==> config.mk <==
export PLATFORM = sky130hd
export DESIGN_NAME = iis_cfg_regs_flat
export DESIGN_NICKNAME = d
export VERILOG_FILES = /design/src/rtl/iis_pkg.sv /design/src/rtl/iis_cfg_if.sv /design/src/rtl/iis_cfg_regs.sv /design/src/flat_wrapper.sv
export SDC_FILE = /design/constraint.sdc
export NUM_CORES = 1
export LEC_CHECK = 0
export BUFFER_PORTS_ARGS = -buffer_cell sky130_fd_sc_hd__buf_4
export CORE_UTILIZATION = 50
export DETAILED_ROUTE_END_ITERATION = 16
export PLACE_DENSITY = 0.81
export SETUP_SLACK_MARGIN = 0.5
export SYNTH_ARGS = -nofsm -noshare
export SYNTH_HDL_FRONTEND = slang
export SYNTH_SLANG_ARGS = --single-unit
export TNS_END_PERCENT = 100
==> constraint.sdc <==
create_clock -name clk -period 2.6 [get_ports clk]
set_clock_uncertainty 0.05 [all_clocks]
set_input_delay 0.26 -clock clk [delete_from_list [all_inputs] [get_ports clk]]
set_output_delay 0.26 -clock clk [all_outputs]
set_load 0.03 [all_outputs]
==> src/rtl/iis_pkg.sv <==
`timescale 1ns / 1ps

package iis_pkg;

  localparam int MAX_WIDTH_DEF = 4096;

  localparam int PIX_W   = 8;
  localparam int SUM_W   = 32;
  localparam int CFG_W   = 13;
  localparam int CFG_IDX_W = 2;
  localparam int SIZE_W  = 14;
  localparam int ROW_W   = 12;

  localparam int HEIGHT_LIMIT = 4096;

  localparam logic [CFG_W-1:0] WIDTH_RST  = CFG_W'(4096);
  localparam logic [CFG_W-1:0] HEIGHT_RST = CFG_W'(4096);

  localparam logic [CFG_IDX_W-1:0] REG_IMAGE_WIDTH  = CFG_IDX_W'(0);
  localparam logic [CFG_IDX_W-1:0] REG_IMAGE_HEIGHT = CFG_IDX_W'(1);

  typedef struct packed {
    logic [SIZE_W-1:0] width;
    logic [CFG_W-1:0]  height;
  } frame_size_t;

endpackage

==> src/rtl/iis_cfg_if.sv <==
`timescale 1ns / 1ps

interface iis_cfg_if;
  logic                           valid;
  logic                           ready;
  logic [iis_pkg::CFG_IDX_W-1:0]  index;
  logic [iis_pkg::CFG_W-1:0]      data;

  modport source (output valid, output index, output data, input ready);
  modport sink   (input valid, input index, input data, output ready);
endinterface

==> src/rtl/iis_cfg_regs.sv <==
`timescale 1ns / 1ps

module iis_cfg_regs #(
  parameter int MAX_WIDTH = iis_pkg::MAX_WIDTH_DEF
) (
  input  logic                 clk,
  input  logic                 rst_n,
  iis_cfg_if.sink              cfg_ch,
  output iis_pkg::frame_size_t size
);

  logic [iis_pkg::CFG_W-1:0] width_r;
  logic [iis_pkg::CFG_W-1:0] height_r;

  assign cfg_ch.ready = 1'b1;

  always_ff @(posedge clk) begin
    if (!rst_n) begin
      width_r  <= iis_pkg::WIDTH_RST;
      height_r <= iis_pkg::HEIGHT_RST;
    end else if (cfg_ch.valid) begin
      unique case (cfg_ch.index)
        iis_pkg::REG_IMAGE_WIDTH:  width_r  <= cfg_ch.data;
        iis_pkg::REG_IMAGE_HEIGHT: height_r <= cfg_ch.data;
        default: ;
      endcase
    end
  end

  // clamp to the supported frame size; zero acts as one
  always_comb begin
    if (width_r == '0) begin
      size.width = iis_pkg::SIZE_W'(1);
    end else if (32'(width_r) > MAX_WIDTH) begin
      size.width = iis_pkg::SIZE_W'(MAX_WIDTH);
    end else begin
      size.width = iis_pkg::SIZE_W'(width_r);
    end
    if (height_r == '0) begin
      size.height = iis_pkg::CFG_W'(1);
    end else if (32'(height_r) > iis_pkg::HEIGHT_LIMIT) begin
      size.height = iis_pkg::CFG_W'(iis_pkg::HEIGHT_LIMIT);
    end else begin
      size.height = height_r;
    end
  end

endmodule

==> src/flat_wrapper.sv <==
// flat-port wrapper written by rule: the top's interface ports become plain ports
module iis_cfg_regs_flat 
#(
  parameter int MAX_WIDTH = iis_pkg::MAX_WIDTH_DEF
)
  (clk, rst_n, size, cfg_ch_valid, cfg_ch_index, cfg_ch_data, cfg_ch_ready);
  iis_cfg_if cfg_ch_i ();
  input  logic clk;
  input  logic rst_n;
  output iis_pkg::frame_size_t size;
  input wire logic [$bits(cfg_ch_i.valid)-1:0] cfg_ch_valid;
  input wire logic [$bits(cfg_ch_i.index)-1:0] cfg_ch_index;
  input wire logic [$bits(cfg_ch_i.data)-1:0] cfg_ch_data;
  output wire logic [$bits(cfg_ch_i.ready)-1:0] cfg_ch_ready;
  assign cfg_ch_i.valid = cfg_ch_valid;
  assign cfg_ch_i.index = cfg_ch_index;
  assign cfg_ch_i.data = cfg_ch_data;
  assign cfg_ch_ready = cfg_ch_i.ready;
  iis_cfg_regs #(.MAX_WIDTH(MAX_WIDTH)) u_core (.clk(clk), .rst_n(rst_n), .cfg_ch(cfg_ch_i), .size(size));
endmodule
==> impl_summary.log, run 1 <==
[metrics] sequential share of the synthesized area: 0.428
[metrics] transition time at the pin with the least slew margin: 0.709 ns
[metrics] Crit Path Category: reg2out
[metrics] worst-case vdd ir drop: 0.301 mV
[metrics] first-pass iteration count of the detailed router: 4
[metrics] worst path cell trace: nor4_1 > a31oi_1 > nor2_1 > buf_4
[metrics] DRC violation total after the first TritonRoute iteration: 25
[metrics] final setup TNS: 0 ns
[metrics] remaining routing DRC violations: 0
[metrics] die area: 2630 µm²
[metrics] CTS tree: built
[metrics] most area-hungry cell type in the Yosys netlist: sky130_fd_sc_hd__dfxtp_1
[metrics] number of gates resized after cts: 0
[metrics] Final Core Density: 0.683
[metrics] main area contributors after synthesis: sky130_fd_sc_hd__dfxtp_1 (43%), sky130_fd_sc_hd__nand2_1 (16%), sky130_fd_sc_hd__nor2b_1 (11%)
[metrics] type of the most critical hold path: in2reg
[metrics] area of the mapped netlist: about 1200 µm²
[metrics] area added between synthesis and finish: 26.8%
[metrics] data arrival time of the critical path: between 1 and 1.5 ns
[metrics] level count of the clock H-tree: 1
[metrics] number of inserted diodes: 0
[metrics] gp weighted congestion: around 0.78
[metrics] Final Hold Viols: 0
[metrics] final worst path period share: 0.678
[metrics] area share of the leading cell type in the synthesized netlist: 0.428
[metrics] standard cell with the maximum stage delay on the critical path: sky130_fd_sc_hd__dfxtp_1
[metrics] number of failing setup endpoints in the final timing report: 0
[metrics] element type at the critical path start: register
[metrics] setup repair after global routing missed its margin: false
[metrics] number of pins with negative max-slew slack in the final report: 0
[metrics] total routing usage reported by global routing: 0.215
[metrics] main flop type after synthesis: sky130_fd_sc_hd__dfxtp_1
[metrics] maximum achievable frequency: 0.567 GHz
[metrics] ports placed on the boundary: 46
[metrics] Pleak: just over 0.6 nW
[metrics] source-to-sink clock delay at the later pin of the worst-skew pair: a little over 0.3 ns
[metrics] per-instance average area after synthesis: ~8 µm²
[metrics] Num CTS Buffers: 3
[metrics] count of different cell masters after synthesis: 19
[metrics] Tot Pwr: 0.728 mW
[metrics] sort of element at the end of the critical path: output port
[metrics] Placeable Area: ~2300 µm²
[metrics] half-perimeter wire length after placement: 1990 µm
[metrics] Die Wd: about 51 µm
[metrics] routed vias/inst: approximately 5.1
[metrics] Reg clk slew, reported paths: 0.14 ns
[metrics] required time at the endpoint of the critical path: 2.29 ns
[metrics] antenna violation net count after detailed routing: 0
[metrics] Congestion Overflow GR: 0
[metrics] cell count after synthesis: approximately 150
[metrics] kind of cell adding the most delay to the critical path: simple AND/OR/NAND/NOR gates
[metrics] CTS Hold Buffers Added: 0
[metrics] wire length reported by the detailed router: between 2000 and 3000 µm
[metrics] most frequent cell after synthesis: sky130_fd_sc_hd__nand2_1
[metrics] Critical Path Max Stage Delay: between 0.3 and 0.4 ns
[metrics] flop and latch count out of synthesis: 26
[metrics] buffers from clock root to sink, at most: 2
[metrics] final routed wire length divided by cell count: between 10 and 15 µm
[metrics] Nets: between 200 and 250
[metrics] largest net degree at the start of global routing: 27
[metrics] number of flops mapped to enable cells by yosys: 0
[metrics] Max Cap Viol: 0
[metrics] proportion of synthesized flip-flops having asynchronous set or reset: 0
[metrics] Syn Nets: roughly 170
[metrics] post-CTS setup buffer count: 0
[metrics] global-route wire length before repair: approximately 4200 µm
[metrics] root cell of the clock tree: sky130_fd_sc_hd__clkbuf_4
[metrics] Die Y-Extent: about 50 µm
[metrics] detailed-route via count: 1113
[metrics] via count of the first global-routing pass: between 1000 and 1500
[metrics] number of rows in the core area: 17
[metrics] clk sinks: 26
[metrics] post-layout minimum cycle time: 1.76 ns
[metrics] starting density of the core: 0.539
[metrics] headroom to the max-slew limit: 0.526
[metrics] initial antenna violation count: 0
[metrics] CP bufs+invs: 1
[metrics] status: finished, final reports clean
[metrics] Port-buffer cells: 43
[metrics] most numerous cell types in the synthesized netlist: sky130_fd_sc_hd__nand2_1 (52), sky130_fd_sc_hd__dfxtp_1 (26), sky130_fd_sc_hd__nor2b_1 (22)
[metrics] count of warnings emitted by yosys: 0
[metrics] PD cells: 473 nW/µm²
[metrics] fraction of layout cells with a size suffix above 1: 0.259
[metrics] CP max FO: 3
==> sequential cells by signal (all words and copies together) (netlist names) <==
signal	cells
u_core.width_r	13
u_core.height_r	13
==> layout by cell type, fill, tap and decap left out, types with 2 or more instances in the layout <==
| cell type | n |
|---|---|
| sky130_fd_sc_hd__a21boi_0 | 14 |
| sky130_fd_sc_hd__a21boi_1 | 10 |
| sky130_fd_sc_hd__a31oi_1 | 2 |
| sky130_fd_sc_hd__buf_4 | 43 |
| sky130_fd_sc_hd__clkbuf_4 | 3 |
| sky130_fd_sc_hd__conb_1 | 2 |
| sky130_fd_sc_hd__dfxtp_1 | 26 |
| sky130_fd_sc_hd__nand2_1 | 52 |
| sky130_fd_sc_hd__nand3_1 | 2 |
| sky130_fd_sc_hd__nor2_1 | 2 |
| sky130_fd_sc_hd__nor2b_1 | 22 |
| sky130_fd_sc_hd__nor3_1 | 2 |
| sky130_fd_sc_hd__nor4_1 | 4 |
==> metal layers <==
layer	part of all wire	wire length (µm)	GRT usage
met2	0.47	1260	0.382
met3	0.044	116	0.0268
met1	0.47	1250	0.264
met4	0.011	29	0.0811
met5	0	0	0
==> final timing paths <==
path,from,to,slack [ns],cells after the start
setup / recovery,u_core.width_r[1]$_SDFFE_PN0P_,size[13],0.84,4
setup reg to reg,u_core.width_r[12]$_SDFFE_PN1P_,u_core.width_r[12]$_SDFFE_PN1P_,1.69,2
hold reg to reg,u_core.width_r[8]$_SDFFE_PN0P_,u_core.width_r[8]$_SDFFE_PN0P_,0.43,2
hold / removal,cfg_ch_data[12],u_core.height_r[12]$_SDFFE_PN1P_,0.11,3
==> metrics by stage <==
stage	setup slack [ns]	cell area, µm²	std cells	hold slack (ns)
2_1_floorplan	1.22	1210	154	0.334
3_3_place_gp	1.24	1500	213	0.406
3_5_place_dp	1.20	1500	213	0.411
4_1_cts	0.857	1540	217	0.106
5_1_grt	0.760	1540	217	0.101
6_report	0.838	1540	217	0.111
==> report_power, final <==
part	internal, mW	switching [mW]
Sequential	0.412	0.0144
Combinational	0.0470	0.0522
Clock	0.0856	0.116
==> cell families after synthesis <==
family | synth area share
AND/OR/NAND/NOR | 0.350
AO/OA/AOI/OAI | 0.159
flip-flops | 0.428
buffers and inverters | 0.0566
other | 0.00618
==> area by class of cell <==
| class | count | area (µm²) |
|---|---|---|
| multi-input cells | 116 | 626 |
| well taps | 28 | 35.0 |
| repair buffers | 43 | 323 |
| clock buffers | 4 | 36.3 |
| flip-flops and latches | 26 | 520 |
| fillers | 189 | 714 |
==> tightest hold or removal path, stage by stage <==
cell,delay (ns)
sky130_fd_sc_hd__buf_4,0.09
sky130_fd_sc_hd__nand2_1,0.04
sky130_fd_sc_hd__nand3_1,0.07
Note: power is estimated with default switching activity, not from simulation.
==> inputs of run 2 (changes only) <==
- CORE_UTILIZATION: 50 -> 48
- PLACE_DENSITY: 0.81 -> 0.78
- clock period: 2.6 -> 1.7 ns (I/O delays scaled with it)
==> impl_summary.log, run 2 (synthesized netlist as in run 1, its figures left out) <==
[metrics] Die Wd: between 50 and 60 µm
[metrics] die area: 2740 µm²
[metrics] FF/Latch Area: 543 µm²
[metrics] starting density of the core: 0.529
[metrics] CP bufs+invs: 1
[metrics] post-layout minimum cycle time: 1.59 ns
[metrics] final setup TNS: 0 ns
[metrics] CTS Hold Buffers Added: 0
[metrics] Num CTS Buffers: 3
[metrics] final worst path period share: 0.934
[metrics] Max Cap Viol: 0
[metrics] clk sinks: 26
[metrics] root cell of the clock tree: sky130_fd_sc_hd__clkbuf_4
[metrics] portion of total power attributed to the clock network: 0.333
[metrics] first-pass iteration count of the detailed router: 4
[metrics] number of rows in the core area: 17
[metrics] number of pins with negative max-slew slack in the final report: 0
[metrics] sw frac: 0.241
[metrics] fraction of layout cells with a size suffix above 1: 0.427
[metrics] Final Core Density: 0.788
[metrics] standard cell with the maximum stage delay on the critical path: sky130_fd_sc_hd__dfxtp_1
[metrics] worst path cell trace: nor4_2 > a31oi_1 > nor2_2 > buf_6
[metrics] required time at the endpoint of the critical path: ~1.5 ns
[metrics] Nets: 218
[metrics] half-perimeter wire length after placement: ~2000 µm
[metrics] commonest non-fill, non-tap cell in the layout: sky130_fd_sc_hd__nand2_1
[metrics] kind of cell adding the most delay to the critical path: simple AND/OR/NAND/NOR gates
[metrics] Fillers: around 170
[metrics] number of inserted diodes: 0
[metrics] global-route wire length before repair: 4420 µm
[metrics] largest net degree at the start of global routing: 27
[metrics] Congestion Overflow GR: 0
[metrics] status: finished, final reports clean
[metrics] final routed wire length divided by cell count: around 14 µm
[metrics] area added between synthesis and finish: 49.0%
[metrics] Pleak: ~0.71 nW
[metrics] top library cells by usage in the layout, fill and taps aside: sky130_fd_sc_hd__nand2_1 (52), sky130_fd_sc_hd__buf_4 (36), sky130_fd_sc_hd__nor2b_1 (16), sky130_fd_sc_hd__buf_6 (16), sky130_fd_sc_hd__a21boi_0 (14)
[metrics] CTS tree: built
[metrics] combinational share of power: 0.160
[metrics] wire length reported by the detailed router: 3160 µm
[metrics] CP max FO: 3
[metrics] Critical Path Max Stage Delay: roughly 0.36 ns
[metrics] area of combinational cells with multiple inputs: approximately 710 µm²
[metrics] worst-case vdd ir drop: roughly 0.66 mV
[metrics] data arrival time of the critical path: between 1 and 1.5 ns
[metrics] maximum achievable frequency: approximately 0.63 GHz
[metrics] remaining routing DRC violations: 0
[metrics] element type at the critical path start: register
[metrics] via count of the first global-routing pass: 1008
[metrics] Placeable Area: ~2300 µm²
[metrics] PD cells: around 710 nW/µm²
[metrics] Port-buffer cells: 43
[metrics] sort of element at the end of the critical path: output port
[metrics] switching pwr: about 0.3 mW
[metrics] internal cell power: approximately 0.97 mW
[metrics] level count of the clock H-tree: 1
[metrics] number of failing setup endpoints in the final timing report: 0
[metrics] detailed-route via count: roughly 1200
[metrics] buffers from clock root to sink, at most: 2
[metrics] Crit Path Category: reg2out
[metrics] Die Y-Extent: around 52 µm
[metrics] initial antenna violation count: 0
[metrics] largest registers: u_core.height_r: 13 flops, u_core.width_r: 13 flops
[metrics] setup repair after global routing missed its margin: true
[metrics] fraction of power consumed by sequential logic: 0.507
[metrics] transition time at the pin with the least slew margin: 0.499 ns
[metrics] routed vias/inst: 5.07
[metrics] source-to-sink clock delay at the later pin of the worst-skew pair: 0.32 ns
[metrics] total routing usage reported by global routing: 0.222
[metrics] Final Hold Viols: 0
[metrics] gp weighted congestion: roughly 0.76
[metrics] antenna violation net count after detailed routing: 0
[metrics] type of the most critical hold path: in2reg
[metrics] DRC violation total after the first TritonRoute iteration: 20
[metrics] Reg clk slew, reported paths: ~0.14 ns
[metrics] ports placed on the boundary: 46
[metrics] headroom to the max-slew limit: 0.667
[metrics] Hold WS: 0.0156 ns
run 2: worst reg2reg max path, delay by kind of cell, from the launching register on:
kind                   cells  cell delay (ns)
buffers and inverters      1             0.11
AO/OA/AOI/OAI              1             0.22
flip-flops                 1             0.37
AND/OR/NAND/NOR            1             0.05
run 2: final cells by class:
class,count,area share
multi-input cells,116,0.392
flip-flops and latches,26,0.300
repair buffers,53,0.260
well taps,28,0.0194
clock buffers,3,0.0124
clock inverters,1,0.0166
run 2: metal layers:
layer	wire [µm]	global-route usage	share of wire
met5	0	0	0
met4	16	0.0658	0.0051
met3	147	0.0609	0.047
met2	1580	0.357	0.50
met1	1410	0.288	0.45
run 2: stage by stage:
stage | setup WS [ns] | power (mW) | area [µm²] | std cells
finish | 0.113 | 1.28 | 1810 | 227
global route | 0.0282 | 1.34 | 1810 | 227
floorplan | 0.494 | 0.761 | 1220 | 154
global placement | 0.506 | 0.816 | 1520 | 214
detailed placement | 0.451 | 0.821 | 1520 | 214
CTS | 0.118 | 1.27 | 1700 | 225
run 2: path summary, 6_finish.rpt:
kind / depth (start not counted) / slack (ns) / startpoint / endpoint
worst min register to register: 2 / 0.43 / u_core.width_r[8]$_SDFFE_PN0P_ / u_core.width_r[8]$_SDFFE_PN0P_
worst max-delay path: 4 / 0.11 / u_core.width_r[5]$_SDFFE_PN0P_ / size[13]
worst max register to register: 3 / 0.82 / u_core.height_r[7]$_SDFFE_PN0P_ / u_core.height_r[7]$_SDFFE_PN0P_
worst min-delay path: 3 / 0.02 / cfg_ch_data[12] / u_core.width_r[12]$_SDFFE_PN1P_
run 2: power groups by stage:
stage	registers (mW)	clock network, mW	logic (mW)
floorplan	0.655	0	0.106
global placement	0.664	0	0.152
detailed placement	0.666	0	0.155
CTS	0.647	0.432	0.187
global route	0.654	0.470	0.220
finish	0.650	0.426	0.205
run 2: timing repair:
item / CTS / global route
gates resized for setup: 28 / 23
pin swaps: 5 / 2
cloned: 0 / 0
setup buffers: 7 / 2
setup endpoints to repair: 26 / 26
endpoints found under the hold margin: 0 / 0
